## src/rtl/core/dcb_pkg.sv

```systemverilog
package dcb_pkg;

    localparam int unsigned TMR_W   = 16;
    localparam int unsigned NUM_TMR = 3;
    localparam int unsigned DIGIT_W = 4;
    localparam int unsigned CODE_W  = 3;

    // timer slots
    localparam logic [1:0] TMR_REP  = 2'd0;
    localparam logic [1:0] TMR_IDLE = 2'd1;
    localparam logic [1:0] TMR_AUTO = 2'd2;

    // pending press bits
    localparam logic [1:0] PEND_RESET = 2'd0;
    localparam logic [1:0] PEND_INC   = 2'd1;
    localparam logic [1:0] PEND_DEC   = 2'd2;

    // configuration register indexes
    localparam logic [1:0] CFG_IDLE_TIMEOUT  = 2'd0;
    localparam logic [1:0] CFG_REPEAT_PERIOD = 2'd1;
    localparam logic [1:0] CFG_AUTO_PERIOD   = 2'd2;

    localparam logic [TMR_W-1:0] IDLE_TIMEOUT_RST  = 16'd1000;
    localparam logic [TMR_W-1:0] REPEAT_PERIOD_RST = 16'd100;
    localparam logic [TMR_W-1:0] AUTO_PERIOD_RST   = 16'd100;

    localparam logic [DIGIT_W-1:0] DIGIT_MAX = 4'd9;

    // reported mode codes
    localparam logic [CODE_W-1:0] CODE_INIT     = 3'd0;
    localparam logic [CODE_W-1:0] CODE_IDLE     = 3'd1;
    localparam logic [CODE_W-1:0] CODE_RESET    = 3'd2;
    localparam logic [CODE_W-1:0] CODE_INC      = 3'd3;
    localparam logic [CODE_W-1:0] CODE_DEC      = 3'd4;
    localparam logic [CODE_W-1:0] CODE_INC_HOLD = 3'd5;
    localparam logic [CODE_W-1:0] CODE_DEC_HOLD = 3'd6;

    typedef enum logic [7:0] {
        MODE_INIT     = 8'b0000_0001,
        MODE_IDLE     = 8'b0000_0010,
        MODE_RESET    = 8'b0000_0100,
        MODE_INC      = 8'b0000_1000,
        MODE_DEC      = 8'b0001_0000,
        MODE_INC_HOLD = 8'b0010_0000,
        MODE_DEC_HOLD = 8'b0100_0000,
        MODE_AUTO     = 8'b1000_0000
    } mode_t;

    typedef struct packed {
        logic [TMR_W-1:0] idle_timeout;
        logic [TMR_W-1:0] repeat_period;
        logic [TMR_W-1:0] auto_period;
    } cfg_t;

    typedef struct packed {
        logic [NUM_TMR-1:0]            load;
        logic [NUM_TMR-1:0][TMR_W-1:0] value;
    } tmr_cmd_t;

    function automatic logic [DIGIT_W-1:0] digit_up(input logic [DIGIT_W-1:0] d);
        digit_up = (d >= DIGIT_MAX) ? '0 : d + 4'd1;
    endfunction

    function automatic logic [DIGIT_W-1:0] digit_down(input logic [DIGIT_W-1:0] d);
        digit_down = (d == '0 || d > DIGIT_MAX) ? DIGIT_MAX : d - 4'd1;
    endfunction

    function automatic logic [CODE_W-1:0] mode_code(input mode_t m);
        logic [CODE_W-1:0] c;
        unique case (m)
            MODE_INIT:     c = CODE_INIT;
            MODE_IDLE:     c = CODE_IDLE;
            MODE_RESET:    c = CODE_RESET;
            MODE_INC:      c = CODE_INC;
            MODE_DEC:      c = CODE_DEC;
            MODE_INC_HOLD: c = CODE_INC_HOLD;
            MODE_DEC_HOLD: c = CODE_DEC_HOLD;
            default:       c = CODE_IDLE;
        endcase
        mode_code = c;
    endfunction

endpackage

```

## src/rtl/core/digit_counter_button_fsm_core.sv

```systemverilog
// A result appears on m_tvalid in the cycle after its request is taken.
// Throughput: one request per cycle unless m_tready stalls; the state update
// and the result are one combinational step into the result register, which
// refills as it drains. Reset: async active low; digit 0, mode init, no pending
// presses, timers stopped, registers back to 1000 / 100 / 100, no result held.
module digit_counter_button_fsm_core
(
    input  logic        clk,
    input  logic        rst_n,
    input  logic        s_tvalid,
    output logic        s_tready,
    input  logic [7:0]  s_tdata,   // tick, rst_evt, inc_evt, dec_evt, inc_held,
                                   // dec_held, 2'b0
    output logic        m_tvalid,
    input  logic        m_tready,
    output logic [7:0]  m_tdata,   // digit[3:0], mode[6:4], auto_active[7]
    input  logic        cfg_we,
    input  logic [1:0]  cfg_addr,
    input  logic [15:0] cfg_wdata
);

    dcb_pkg::cfg_t                   cfg_reg;
    dcb_pkg::tmr_cmd_t               cmd;
    logic [dcb_pkg::NUM_TMR-1:0]     expired;
    logic [dcb_pkg::DIGIT_W-1:0]     digit;
    logic [dcb_pkg::CODE_W-1:0]      mode;
    logic                            auto_active;
    logic                            accept;
    logic                            out_valid_reg;
    logic [7:0]                      out_data_reg;

    assign s_tready = !out_valid_reg || m_tready;
    assign accept   = s_tvalid && s_tready;
    assign m_tvalid = out_valid_reg;
    assign m_tdata  = out_data_reg;

    always_ff @(posedge clk or negedge rst_n)
    begin
        if (!rst_n)
        begin
            cfg_reg.idle_timeout  <= dcb_pkg::IDLE_TIMEOUT_RST;
            cfg_reg.repeat_period <= dcb_pkg::REPEAT_PERIOD_RST;
            cfg_reg.auto_period   <= dcb_pkg::AUTO_PERIOD_RST;
        end
        else if (cfg_we)
        begin
            unique case (cfg_addr)
                dcb_pkg::CFG_IDLE_TIMEOUT:  cfg_reg.idle_timeout  <= cfg_wdata;
                dcb_pkg::CFG_REPEAT_PERIOD: cfg_reg.repeat_period <= cfg_wdata;
                dcb_pkg::CFG_AUTO_PERIOD:   cfg_reg.auto_period   <= cfg_wdata;
                default:                    ;
            endcase
        end
    end

    dcb_timers u_timers
    (
        .clk     (clk),
        .rst_n   (rst_n),
        .accept  (accept),
        .tick    (s_tdata[0]),
        .cmd     (cmd),
        .expired (expired)
    );

    dcb_fsm u_fsm
    (
        .clk         (clk),
        .rst_n       (rst_n),
        .accept      (accept),
        .cfg         (cfg_reg),
        .rst_evt     (s_tdata[1]),
        .inc_evt     (s_tdata[2]),
        .dec_evt     (s_tdata[3]),
        .inc_held    (s_tdata[4]),
        .dec_held    (s_tdata[5]),
        .expired     (expired),
        .cmd         (cmd),
        .digit       (digit),
        .mode        (mode),
        .auto_active (auto_active)
    );

    always_ff @(posedge clk or negedge rst_n)
    begin
        if (!rst_n)
        begin
            out_valid_reg <= 1'b0;
        end
        else if (accept)
        begin
            out_valid_reg <= 1'b1;
        end
        else if (m_tready)
        begin
            out_valid_reg <= 1'b0;
        end
    end

    always_ff @(posedge clk)
    begin
        if (accept)
        begin
            out_data_reg <= {auto_active, mode, digit};
        end
    end

endmodule

```

## src/rtl/core/dcb_timers.sv

```systemverilog
module dcb_timers
(
    input  logic                     clk,
    input  logic                     rst_n,
    input  logic                     accept,
    input  logic                     tick,
    input  dcb_pkg::tmr_cmd_t        cmd,
    output logic [dcb_pkg::NUM_TMR-1:0] expired
);

    logic [dcb_pkg::NUM_TMR-1:0][dcb_pkg::TMR_W-1:0] count_reg;
    logic [dcb_pkg::NUM_TMR-1:0][dcb_pkg::TMR_W-1:0] count_tick;
    logic [dcb_pkg::NUM_TMR-1:0][dcb_pkg::TMR_W-1:0] count_next;
    logic [dcb_pkg::NUM_TMR-1:0]                     exp_reg;
    logic [dcb_pkg::NUM_TMR-1:0]                     exp_next;

    // tick applies first, loads from the state machine override
    always_comb
    begin
        for (int t = 0; t < dcb_pkg::NUM_TMR; t++)
        begin
            count_tick[t] = count_reg[t];
            expired[t]    = exp_reg[t];
            if (tick && count_reg[t] != '0)
            begin
                count_tick[t] = count_reg[t] - 16'd1;
                if (count_reg[t] == 16'd1)
                begin
                    expired[t] = 1'b1;
                end
            end
            count_next[t] = cmd.load[t] ? cmd.value[t] : count_tick[t];
            exp_next[t]   = cmd.load[t] ? 1'b0 : expired[t];
        end
    end

    always_ff @(posedge clk or negedge rst_n)
    begin
        if (!rst_n)
        begin
            count_reg <= '0;
            exp_reg   <= '0;
        end
        else if (accept)
        begin
            count_reg <= count_next;
            exp_reg   <= exp_next;
        end
    end

endmodule

```

## src/rtl/core/dcb_fsm.sv

```systemverilog
module dcb_fsm
(
    input  logic                           clk,
    input  logic                           rst_n,
    input  logic                           accept,
    input  dcb_pkg::cfg_t                  cfg,
    input  logic                           rst_evt,
    input  logic                           inc_evt,
    input  logic                           dec_evt,
    input  logic                           inc_held,
    input  logic                           dec_held,
    input  logic [dcb_pkg::NUM_TMR-1:0]    expired,
    output dcb_pkg::tmr_cmd_t              cmd,
    output logic [dcb_pkg::DIGIT_W-1:0]    digit,
    output logic [dcb_pkg::CODE_W-1:0]     mode,
    output logic                           auto_active
);

    dcb_pkg::mode_t             mode_reg, mode_next;
    logic [dcb_pkg::DIGIT_W-1:0] digit_reg, digit_next;
    logic [2:0]                 pend_reg, pend_next;
    logic [2:0]                 pend_l;

    always_comb
    begin
        pend_l     = pend_reg | {dec_evt, inc_evt, rst_evt};
        pend_next  = pend_l;
        mode_next  = mode_reg;
        digit_next = digit_reg;
        cmd        = '0;
        unique case (mode_reg)
            dcb_pkg::MODE_INIT:
            begin
                mode_next = dcb_pkg::MODE_IDLE;
            end
            dcb_pkg::MODE_IDLE:
            begin
                if (expired[dcb_pkg::TMR_IDLE])
                begin
                    cmd.load[dcb_pkg::TMR_AUTO]  = 1'b1;
                    cmd.value[dcb_pkg::TMR_AUTO] = cfg.auto_period;
                    cmd.load[dcb_pkg::TMR_IDLE]  = 1'b1;
                    mode_next = dcb_pkg::MODE_AUTO;
                end
                else if (pend_l[dcb_pkg::PEND_RESET])
                begin
                    pend_next[dcb_pkg::PEND_RESET] = 1'b0;
                    mode_next = dcb_pkg::MODE_RESET;
                end
                else if (pend_l[dcb_pkg::PEND_INC])
                begin
                    pend_next[dcb_pkg::PEND_INC] = 1'b0;
                    mode_next = dcb_pkg::MODE_INC;
                end
                else if (inc_held)
                begin
                    cmd.load[dcb_pkg::TMR_REP]  = 1'b1;
                    cmd.value[dcb_pkg::TMR_REP] = cfg.repeat_period;
                    digit_next = dcb_pkg::digit_up(digit_reg);
                    mode_next  = dcb_pkg::MODE_INC_HOLD;
                end
                else if (dec_held)
                begin
                    cmd.load[dcb_pkg::TMR_REP]  = 1'b1;
                    cmd.value[dcb_pkg::TMR_REP] = cfg.repeat_period;
                    digit_next = dcb_pkg::digit_down(digit_reg);
                    mode_next  = dcb_pkg::MODE_DEC_HOLD;
                end
                else if (pend_l[dcb_pkg::PEND_DEC])
                begin
                    pend_next[dcb_pkg::PEND_DEC] = 1'b0;
                    mode_next = dcb_pkg::MODE_DEC;
                end
            end
            dcb_pkg::MODE_RESET, dcb_pkg::MODE_INC, dcb_pkg::MODE_DEC:
            begin
                if (mode_reg == dcb_pkg::MODE_RESET)
                begin
                    digit_next = '0;
                end
                else if (mode_reg == dcb_pkg::MODE_INC)
                begin
                    digit_next = dcb_pkg::digit_up(digit_reg);
                end
                else
                begin
                    digit_next = dcb_pkg::digit_down(digit_reg);
                end
                cmd.load[dcb_pkg::TMR_IDLE]  = 1'b1;
                cmd.value[dcb_pkg::TMR_IDLE] = cfg.idle_timeout;
                mode_next = dcb_pkg::MODE_IDLE;
            end
            dcb_pkg::MODE_INC_HOLD, dcb_pkg::MODE_DEC_HOLD:
            begin
                // release stops the repeat timer, which also drops its flag
                if ((mode_reg == dcb_pkg::MODE_INC_HOLD) ? !inc_held : !dec_held)
                begin
                    cmd.load[dcb_pkg::TMR_IDLE]  = 1'b1;
                    cmd.value[dcb_pkg::TMR_IDLE] = cfg.idle_timeout;
                    cmd.load[dcb_pkg::TMR_REP]   = 1'b1;
                    mode_next = dcb_pkg::MODE_IDLE;
                end
                else if (expired[dcb_pkg::TMR_REP])
                begin
                    cmd.load[dcb_pkg::TMR_REP]  = 1'b1;
                    cmd.value[dcb_pkg::TMR_REP] = cfg.repeat_period;
                    digit_next = (mode_reg == dcb_pkg::MODE_INC_HOLD)
                               ? dcb_pkg::digit_up(digit_reg)
                               : dcb_pkg::digit_down(digit_reg);
                end
            end
            default:
            begin
                if (expired[dcb_pkg::TMR_AUTO])
                begin
                    cmd.load[dcb_pkg::TMR_AUTO] = 1'b1;
                    if (digit_reg <= 4'd1)
                    begin
                        digit_next = '0;
                        mode_next  = dcb_pkg::MODE_IDLE;
                    end
                    else
                    begin
                        cmd.value[dcb_pkg::TMR_AUTO] = cfg.auto_period;
                        digit_next = digit_reg - 4'd1;
                    end
                end
                if (pend_l[dcb_pkg::PEND_INC])
                begin
                    pend_next[dcb_pkg::PEND_INC] = 1'b0;
                    mode_next = dcb_pkg::MODE_INC;
                end
                else if (pend_l[dcb_pkg::PEND_DEC])
                begin
                    pend_next[dcb_pkg::PEND_DEC] = 1'b0;
                    mode_next = dcb_pkg::MODE_DEC;
                end
            end
        endcase
    end

    assign digit       = digit_next;
    assign mode        = dcb_pkg::mode_code(mode_next);
    assign auto_active = (mode_next == dcb_pkg::MODE_AUTO);

    always_ff @(posedge clk or negedge rst_n)
    begin
        if (!rst_n)
        begin
            mode_reg  <= dcb_pkg::MODE_INIT;
            digit_reg <= '0;
            pend_reg  <= '0;
        end
        else if (accept)
        begin
            mode_reg  <= mode_next;
            digit_reg <= digit_next;
            pend_reg  <= pend_next;
        end
    end

endmodule

```

## config.mk

```make
export PLATFORM = sky130hd
export DESIGN_NAME = digit_counter_button_fsm_core
export DESIGN_NICKNAME = d
export VERILOG_FILES = /design/src/rtl/core/dcb_pkg.sv /design/src/rtl/core/digit_counter_button_fsm_core.sv /design/src/rtl/core/dcb_timers.sv /design/src/rtl/core/dcb_fsm.sv
export SDC_FILE = /design/constraint.sdc
export NUM_CORES = 1
export LEC_CHECK = 0
export ABC_AREA = 1
export BUFFER_PORTS_ARGS = -buffer_cell sky130_fd_sc_hd__buf_4
export CAP_MARGIN = 20
export CELL_PAD_IN_SITES_DETAIL_PLACEMENT = 2
export CELL_PAD_IN_SITES_GLOBAL_PLACEMENT = 2
export CORE_MARGIN = 1
export CORE_UTILIZATION = 36
export DETAILED_ROUTE_END_ITERATION = 10
export PLACE_DENSITY = 0.82
export SYNTH_ARGS = -nofsm -noshare
export SYNTH_HDL_FRONTEND = slang
export SYNTH_SLANG_ARGS = --single-unit
export TNS_END_PERCENT = 50
```

## constraint.sdc

```tcl
create_clock -name clk -period 2.55 [get_ports clk]
set_input_delay 0 -clock clk [delete_from_list [all_inputs] [get_ports clk]]
set_output_delay 0 -clock clk [all_outputs]
set_load 0.1 [all_outputs]
```

==> results.py, run 1 <==
metrics = {
    "synth": {
        "ys_ff_latch": 123,
        "synth_top_area_share_pct": 33.2,
        "syn_inst": 1066,
        "synth_warnings": 0,
        "yosys.area.top_type": "dfrtp_1",
        "synthTopCellsByArea": "dfrtp_1 (33%), nand2_1 (14%), o21ai_0 (7.8%)",
        "synth_flop_cell": "dfrtp_1",
        "async_flop_share_pct": 93.5,
        "syn_area_um2": 7680,
        "synth.avg_cell_area_um2": 7.21,
        "synth_edf_count": 8,
        "syn-num-nets": 1109,
        "synth_cell_type_count": 43,
        "seq_area_frac_synth_pct": 40.8,
    },
    "run": {
        "drv_cap": 0,
    },
    "sta": {
        "slew_headroom_pct": 51.9,
        "slew_viol_final": 0,
        "setup_viol": 4,
        "holdWs_ns": -0.0341,
        "hold_violations": 2,
        "worstMarginPinSlew_ns": 0.722,
        "layout_setup_ws_ns": -0.0525,
        "finClkSkew_ns": 0.0121,
        "fin_crit_ns": 2.60,
        "max_freq_ghz": 0.384,
        "period_share_pct": 102,
        "setup-tns-final_ns": -0.156,
    },
    "setup_path": {
        "reg2regPathDepth": 11,
        "crit_type": "flop to flop",
        "cp_max_fo": 22,
        "r2r-end": "u_timers.count_reg[40]",
        "r2r_start": "u_timers.count_reg[32]",
        "worstPathRequired_ns": 2.88,
        "worstSetupStartpointType": "flop",
        "rrSetupSlack_ns": -0.05,
        "cp-end-kind": "flop",
        "arrival_ns": 2.93,
    },
    "drt": {
        "ant_nets": 0,
        "dr.pass1.iters": 5,
        "vias_per_cell": 5.62,
        "via_count": 8108,
        "post_drt_wl_per_cell_um": 23.3,
        "routed_wl_um": 33700,
        "drc_errors": 0,
        "dr.first_iter.drc_count": 480,
    },
    "pwr": {
        "peakVddDrop_uv": 482,
        "p_per_area_nw_per_um2": 1300,
        "leakagePower_nw": 4.56,
    },
    "floorplanning": {
        "die-area_um2": 21900,
        "die_h_um": 148,
        "num_rows": 53,
        "core-area_um2": 21000,
        "pin_count": 41,
        "initial_core_util_pct": 36.7,
        "die_w_um": 148,
    },
    "clock_network": {
        "cts-root-buf": "clkbuf_16",
        "cts.path.max_buffers": 2,
        "cts_inserted_buffers": 17,
        "cts_htree_levels": 4,
        "clk_pin_slew_worst_paths_ns": 0.07,
        "clock_sinks": 123,
        "clock_latency_ns": 0.44,
        "cts_tree": "yes",
    },
    "placed_design": {
        "placed_cell_area_um2": 8490,
        "gp_congestion": 0.872,
        "hpwl_um": 20100,
        "io_buffers": 38,
    },
    "global_routing": {
        "overflow": 0,
        "grt_pass1_vias": 8561,
        "grt_pass1_wl_um": 48000,
        "antenna_found_initial": 0,
        "track_usage_pct": 28.7,
        "grt_start_max_net_pins": 49,
    },
    "run_status": {
        "status": "finished, violations left",
        "violations": "hold timing, setup timing",
    },
    "finish": {
        "final_cell_area_um2": 9600,
        "final_cell_mix": "nand2_1 (293), o21ai_0 (119), inv_1 (106)",
        "num_antenna_cells": 0,
        "drive_above_1_share_pct": 18.1,
        "nets": 1198,
        "area_growth_syn_to_layout_pct": 25.0,
        "layout.cells.most_common": "nand2_1",
    },
    "min_path": {
        "hold_depth": 3,
        "min_path_type": "primary input to flop",
        "min_to": "cfg_reg[10]",
        "hold_start": "cfg_wdata[10]",
    },
}
[worst max-delay path: stages (launching register included)]
cell and delay, ns:
dfrtp_1 0.44, inv_1 0.19, ha_1 0.18, nand4_1 0.12
nand4_1 0.21, nand2_2 0.13, buf_4 0.16, nand2_1 0.11
nand2_4 0.11, o21ai_1 0.35, inv_4 0.19, o21ai_1 0.29
[worst max-delay path by stage]
| stage | start | endpoint | slack [ns] | depth (start not counted) |
|---|---|---|---|---|
| after detailed placement | u_timers.count_reg[32] | m_tdata[4] | 0.0008 | 14 |
| after CTS | u_timers.count_reg[33] | m_tdata[4] | -0.05 | 15 |
| final | u_timers.count_reg[32] | u_timers.count_reg[40] | -0.05 | 11 |
| after global placement | u_timers.count_reg[38] | m_tdata[4] | 0.1 | 14 |
| after floorplan | m_tvalid | m_tdata[0] | 0.02 | 5 |
| after global routing | u_timers.count_reg[32] | u_timers.count_reg[43] | -0.16 | 12 |
[stage by stage]
stage,total power [mW],worst slack (ns),util [%],instances
finish,12.4,-0.0525,45.8,1443
global placement,8.54,0.0975,40.5,1378
detailed placement,8.85,0.000837,40.5,1378
floorplan,7.00,0.0211,-,1066
CTS,11.9,-0.0521,44.6,1427
global route,13.2,-0.157,45.8,1443
[cells by family (layout without fill, tap and decap cells)]
kind of cell,Yosys count,count (layout),share of synthesized area (%)
adder cells (fa/ha/maj),12,12,1.95
AND/OR/NAND/NOR,535,535,30.6
flip-flops,123,123,40.8
XOR/XNOR,27,27,3.08
AO/OA/AOI/OAI,207,207,15.1
buffers and inverters,162,264,8.37
[where the power goes]
part / leakage (nW) / internal, mW / total, mW / switching (mW)
registers: 1.50 / 2.65 / 3.35 / 0.700
clock network: 0.314 / 1.77 / 2.82 / 1.06
logic: 2.75 / 2.01 / 6.27 / 4.26
total: 4.56 / 6.43 / 12.4 / 6.01
[cell type report]
| cell class | instances | area, µm² |
|---|---|---|
| clock inverter | 10 | 161 |
| multi-input combinational | 781 | 4040 |
| timing repair buffer | 111 | 951 |
| inverter | 121 | 477 |
| sequential | 123 | 3140 |
| tap | 275 | 344 |
| clock buffer | 22 | 494 |
| fill | 2399 | 11400 |
[cells in the mapped netlist (5+ instances only)]
cell type,number
dfrtp_1,102
inv_2,13
clkbuf_1,27
xnor2_1,5
a31oi_1,11
nand2_2,9
xor2_1,22
o211ai_1,12
nand2_1,296
nor3_1,13
nor4_1,13
inv_1,107
nor2_2,9
ha_1,12
a21oi_1,22
o21ai_0,120
o21ai_1,19
nand3_1,60
nand4_1,27
buf_2,11
dfstp_2,13
nor2_1,95
edfxtp_1,8
o22ai_1,8
[metal layers]
metal,wire length [µm],part of all wire [%],up-vias,track usage [%]
li1,-,-,3670,-
met1,14400,43,4140,36.1
met2,17100,51,224,50.8
met3,1100,3.3,74,3.68
met4,1040,3.1,0,9.64
met5,0,0,-,0
[repair_timing]
action,CTS,global route
hold buffers,17,0
pin swaps,0,10
gates resized for setup,5,41
buffers inserted,0,16
setup endpoints to repair,18,58
cloned,0,0
hold endpoints to repair,77,0
No activity file was read; power rests on OpenSTA's default activity.
==> run 2, diff against run 1 <==
==> constraint.sdc (replaced) <==
create_clock -name clk -period 2.55 [get_ports clk]
set_input_delay 0.1275 -clock clk [delete_from_list [all_inputs] [get_ports clk]]
set_output_delay 0.1275 -clock clk [all_outputs]
set_load 0.1 [all_outputs]
==> run 2 against run 1 <==
Highest routed layer is now met5. The flow now finishes without violations. First-iteration DRC count shrank 32%. Critical endpoint is now m_tdata[4]. Total power decreased by 1.2%. Sequential power is 2% lower. Sequential share of layout area grew 0.43 points. Largest cell class unchanged. Final cell count decreased by 0.55%. Non-clock buffer count is 8 lower. Largest power group unchanged. Die area is the same. Via count fell by 2.0%. Fmax up 4.3%.
==> results.py, run 2 (synthesis gave the netlist of run 1 again) <==
metrics = {
    "sta": {
        "hold_violations": 0,
        "setup_viol": 0,
        "period_share_pct": 97.8,
        "fin_crit_ns": 2.49,
        "finClkSkew_ns": 0.0154,
        "worstMarginPinSlew_ns": 0.531,
        "max_freq_ghz": 0.401,
        "slew_headroom_pct": 64.6,
        "layout_setup_ws_ns": 0.0559,
        "slew_viol_final": 0,
        "setup-tns-final_ns": 0,
    },
    "floorplanning": {
        "die-area_um2": 21900,
        "pin_count": 41,
        "core-area_um2": 21000,
        "initial_core_util_pct": 36.7,
        "die_w_um": 148,
        "num_rows": 53,
        "die_h_um": 148,
    },
    "finish": {
        "final_cell_mix": "nand2_1 (290), o21ai_0 (118), inv_1 (102)",
        "nets": 1190,
        "num_antenna_cells": 0,
        "fillers": 2450,
        "layout.cells.most_common": "nand2_1",
        "area_growth_syn_to_layout_pct": 23.6,
        "drive_above_1_share_pct": 20.6,
        "fin_cells": 1435,
    },
    "placed_design": {
        "hpwl_um": 20200,
        "io_buffers": 38,
        "dp_cells": 1385,
        "gp_congestion": 0.856,
        "pre_cts_ws_ns": -0.0382,
    },
    "run_status": {
        "status": "complete, no violations",
    },
    "clock_network": {
        "cts_htree_levels": 4,
        "cts-root-buf": "clkbuf_16",
        "clk_pin_slew_worst_paths_ns": 0.07,
        "cts.path.max_buffers": 2,
        "clock_latency_ns": 0.45,
        "cts_inserted_buffers": 17,
        "clock_sinks": 123,
        "cts_tree": "yes",
    },
    "global_routing": {
        "grt_pass1_wl_um": 49000,
        "grt_start_max_net_pins": 50,
        "overflow": 0,
        "track_usage_pct": 29.2,
        "antenna_found_initial": 1,
        "grt_pass1_vias": 8759,
    },
    "drt": {
        "vias_per_cell": 5.53,
        "via_count": 7942,
        "ant_nets": 0,
        "routed_wl_um": 31100,
        "dr.first_iter.drc_count": 325,
        "post_drt_wl_per_cell_um": 21.7,
        "drc_errors": 0,
        "dr.pass1.iters": 4,
    },
    "setup_path": {
        "cp_num_buf_inv": 2,
        "crit_top_cell": "nor2_2",
        "worstSetupStartpointType": "flop",
        "worstPathRequired_ns": 2.75,
        "cp_top_family": "simple AND/OR/NAND/NOR gates",
        "arrival_ns": 2.69,
        "path_cells": "nor2_2, nand2_4, inv_1, a21oi_4, buf_4, nand4_1, nor2_2, nor2_2, nand2_1, nor2_4, a21oi_1, nand2_1",
        "cpPeakStageDelay_ns": 0.58,
        "cp-end-kind": "flop",
        "cp_max_fo": 4,
        "slowest_stage": "dfstp_2",
        "crit_type": "flop to flop",
    },
    "run": {
        "drv_cap": 0,
    },
    "pwr": {
        "peakVddDrop_uv": 499,
        "leakagePower_nw": 4.51,
        "p_per_area_nw_per_um2": 1300,
    },
    "min_path": {
        "min_path_type": "primary input to flop",
    },
}
-- run 2: what timing repair did --
item                                   in CTS  in global routing
endpoints found under the hold margin      30                  0
gates resized for setup                    18                 58
pin swaps                                   1                 15
hold buffers                                3                  0
gates cloned                                1                  0
buffers inserted                            1                 13
setup endpoints to repair                  29                 53
-- run 2: worst paths after layout --
kind                              startpoint                endpoint  slack (ns)  cells past startpoint
setup / recovery           u_fsm.mode_reg[0]              m_tdata[4]        0.06                     12
hold / removal                  cfg_wdata[6]             cfg_reg[38]        0.04                      3
setup reg to reg           u_fsm.mode_reg[0]              m_tdata[4]        0.06                     12
hold reg to reg                  cfg_reg[45]             cfg_reg[45]        0.49                      2
max in group asynchronous              rst_n             cfg_reg[21]        1.58                      3
min in group asynchronous              rst_n  u_timers.count_reg[33]        0.17                      2
-- run 2: cell type report --
class / count / area, µm² / share of cell area (%)
Multi-Input combinational cell: 781 / 4100 / 43.2
Sequential cell: 123 / 3140 / 33.1
Timing Repair Buffer: 103 / 806 / 8.49
Inverter: 121 / 477 / 5.02
Clock buffer: 18 / 429 / 4.52
Tap cell: 275 / 344 / 3.63
Clock inverter: 14 / 193 / 2.03
-- run 2: metal layers --
| layer | routed length (µm) | vias to the layer above | part of all wire [%] | track usage [%] |
|---|---|---|---|---|
| li1 | - | 3664 | - | - |
| met1 | 13400 | 4081 | 43 | 36.4 |
| met2 | 16000 | 145 | 51 | 51.4 |
| met3 | 997 | 50 | 3.2 | 3.80 |
| met4 | 750 | 2 | 2.4 | 11.1 |
| met5 | 13 | - | 0.042 | 0 |
-- run 2: stage by stage --
| step | utilization, % | hold WS (ns) | power [mW] | area, µm² |
|---|---|---|---|---|
| after floorplan | - | -0.168 | 7.00 | 7700 |
| after global placement | 40.6 | 0.105 | 8.53 | 8510 |
| after detailed placement | 40.6 | 0.106 | 8.85 | 8510 |
| after CTS | 44.1 | 0.0306 | 11.9 | 9230 |
| after global routing | 45.3 | 0.0405 | 13.1 | 9490 |
| final | 45.3 | 0.0424 | 12.3 | 9490 |
-- run 2: worst reg2reg max path: stages, from the launching register on --
cell,delay [ns]
dfstp_2,0.58
nor2_2,0.07
nand2_4,0.14
inv_1,0.11
a21oi_4,0.21
buf_4,0.17
nand4_1,0.25
nor2_2,0.23
nor2_2,0.07
nand2_1,0.13
nor2_4,0.06
a21oi_1,0.14
nand2_1,0.07
-- run 2: power by group --
part	internal (mW)	total (mW)	switching (mW)	leakage, nW
Clock	1.64	2.72	1.07	0.305
Combinational	2.03	6.28	4.25	2.71
Sequential	2.66	3.29	0.635	1.50
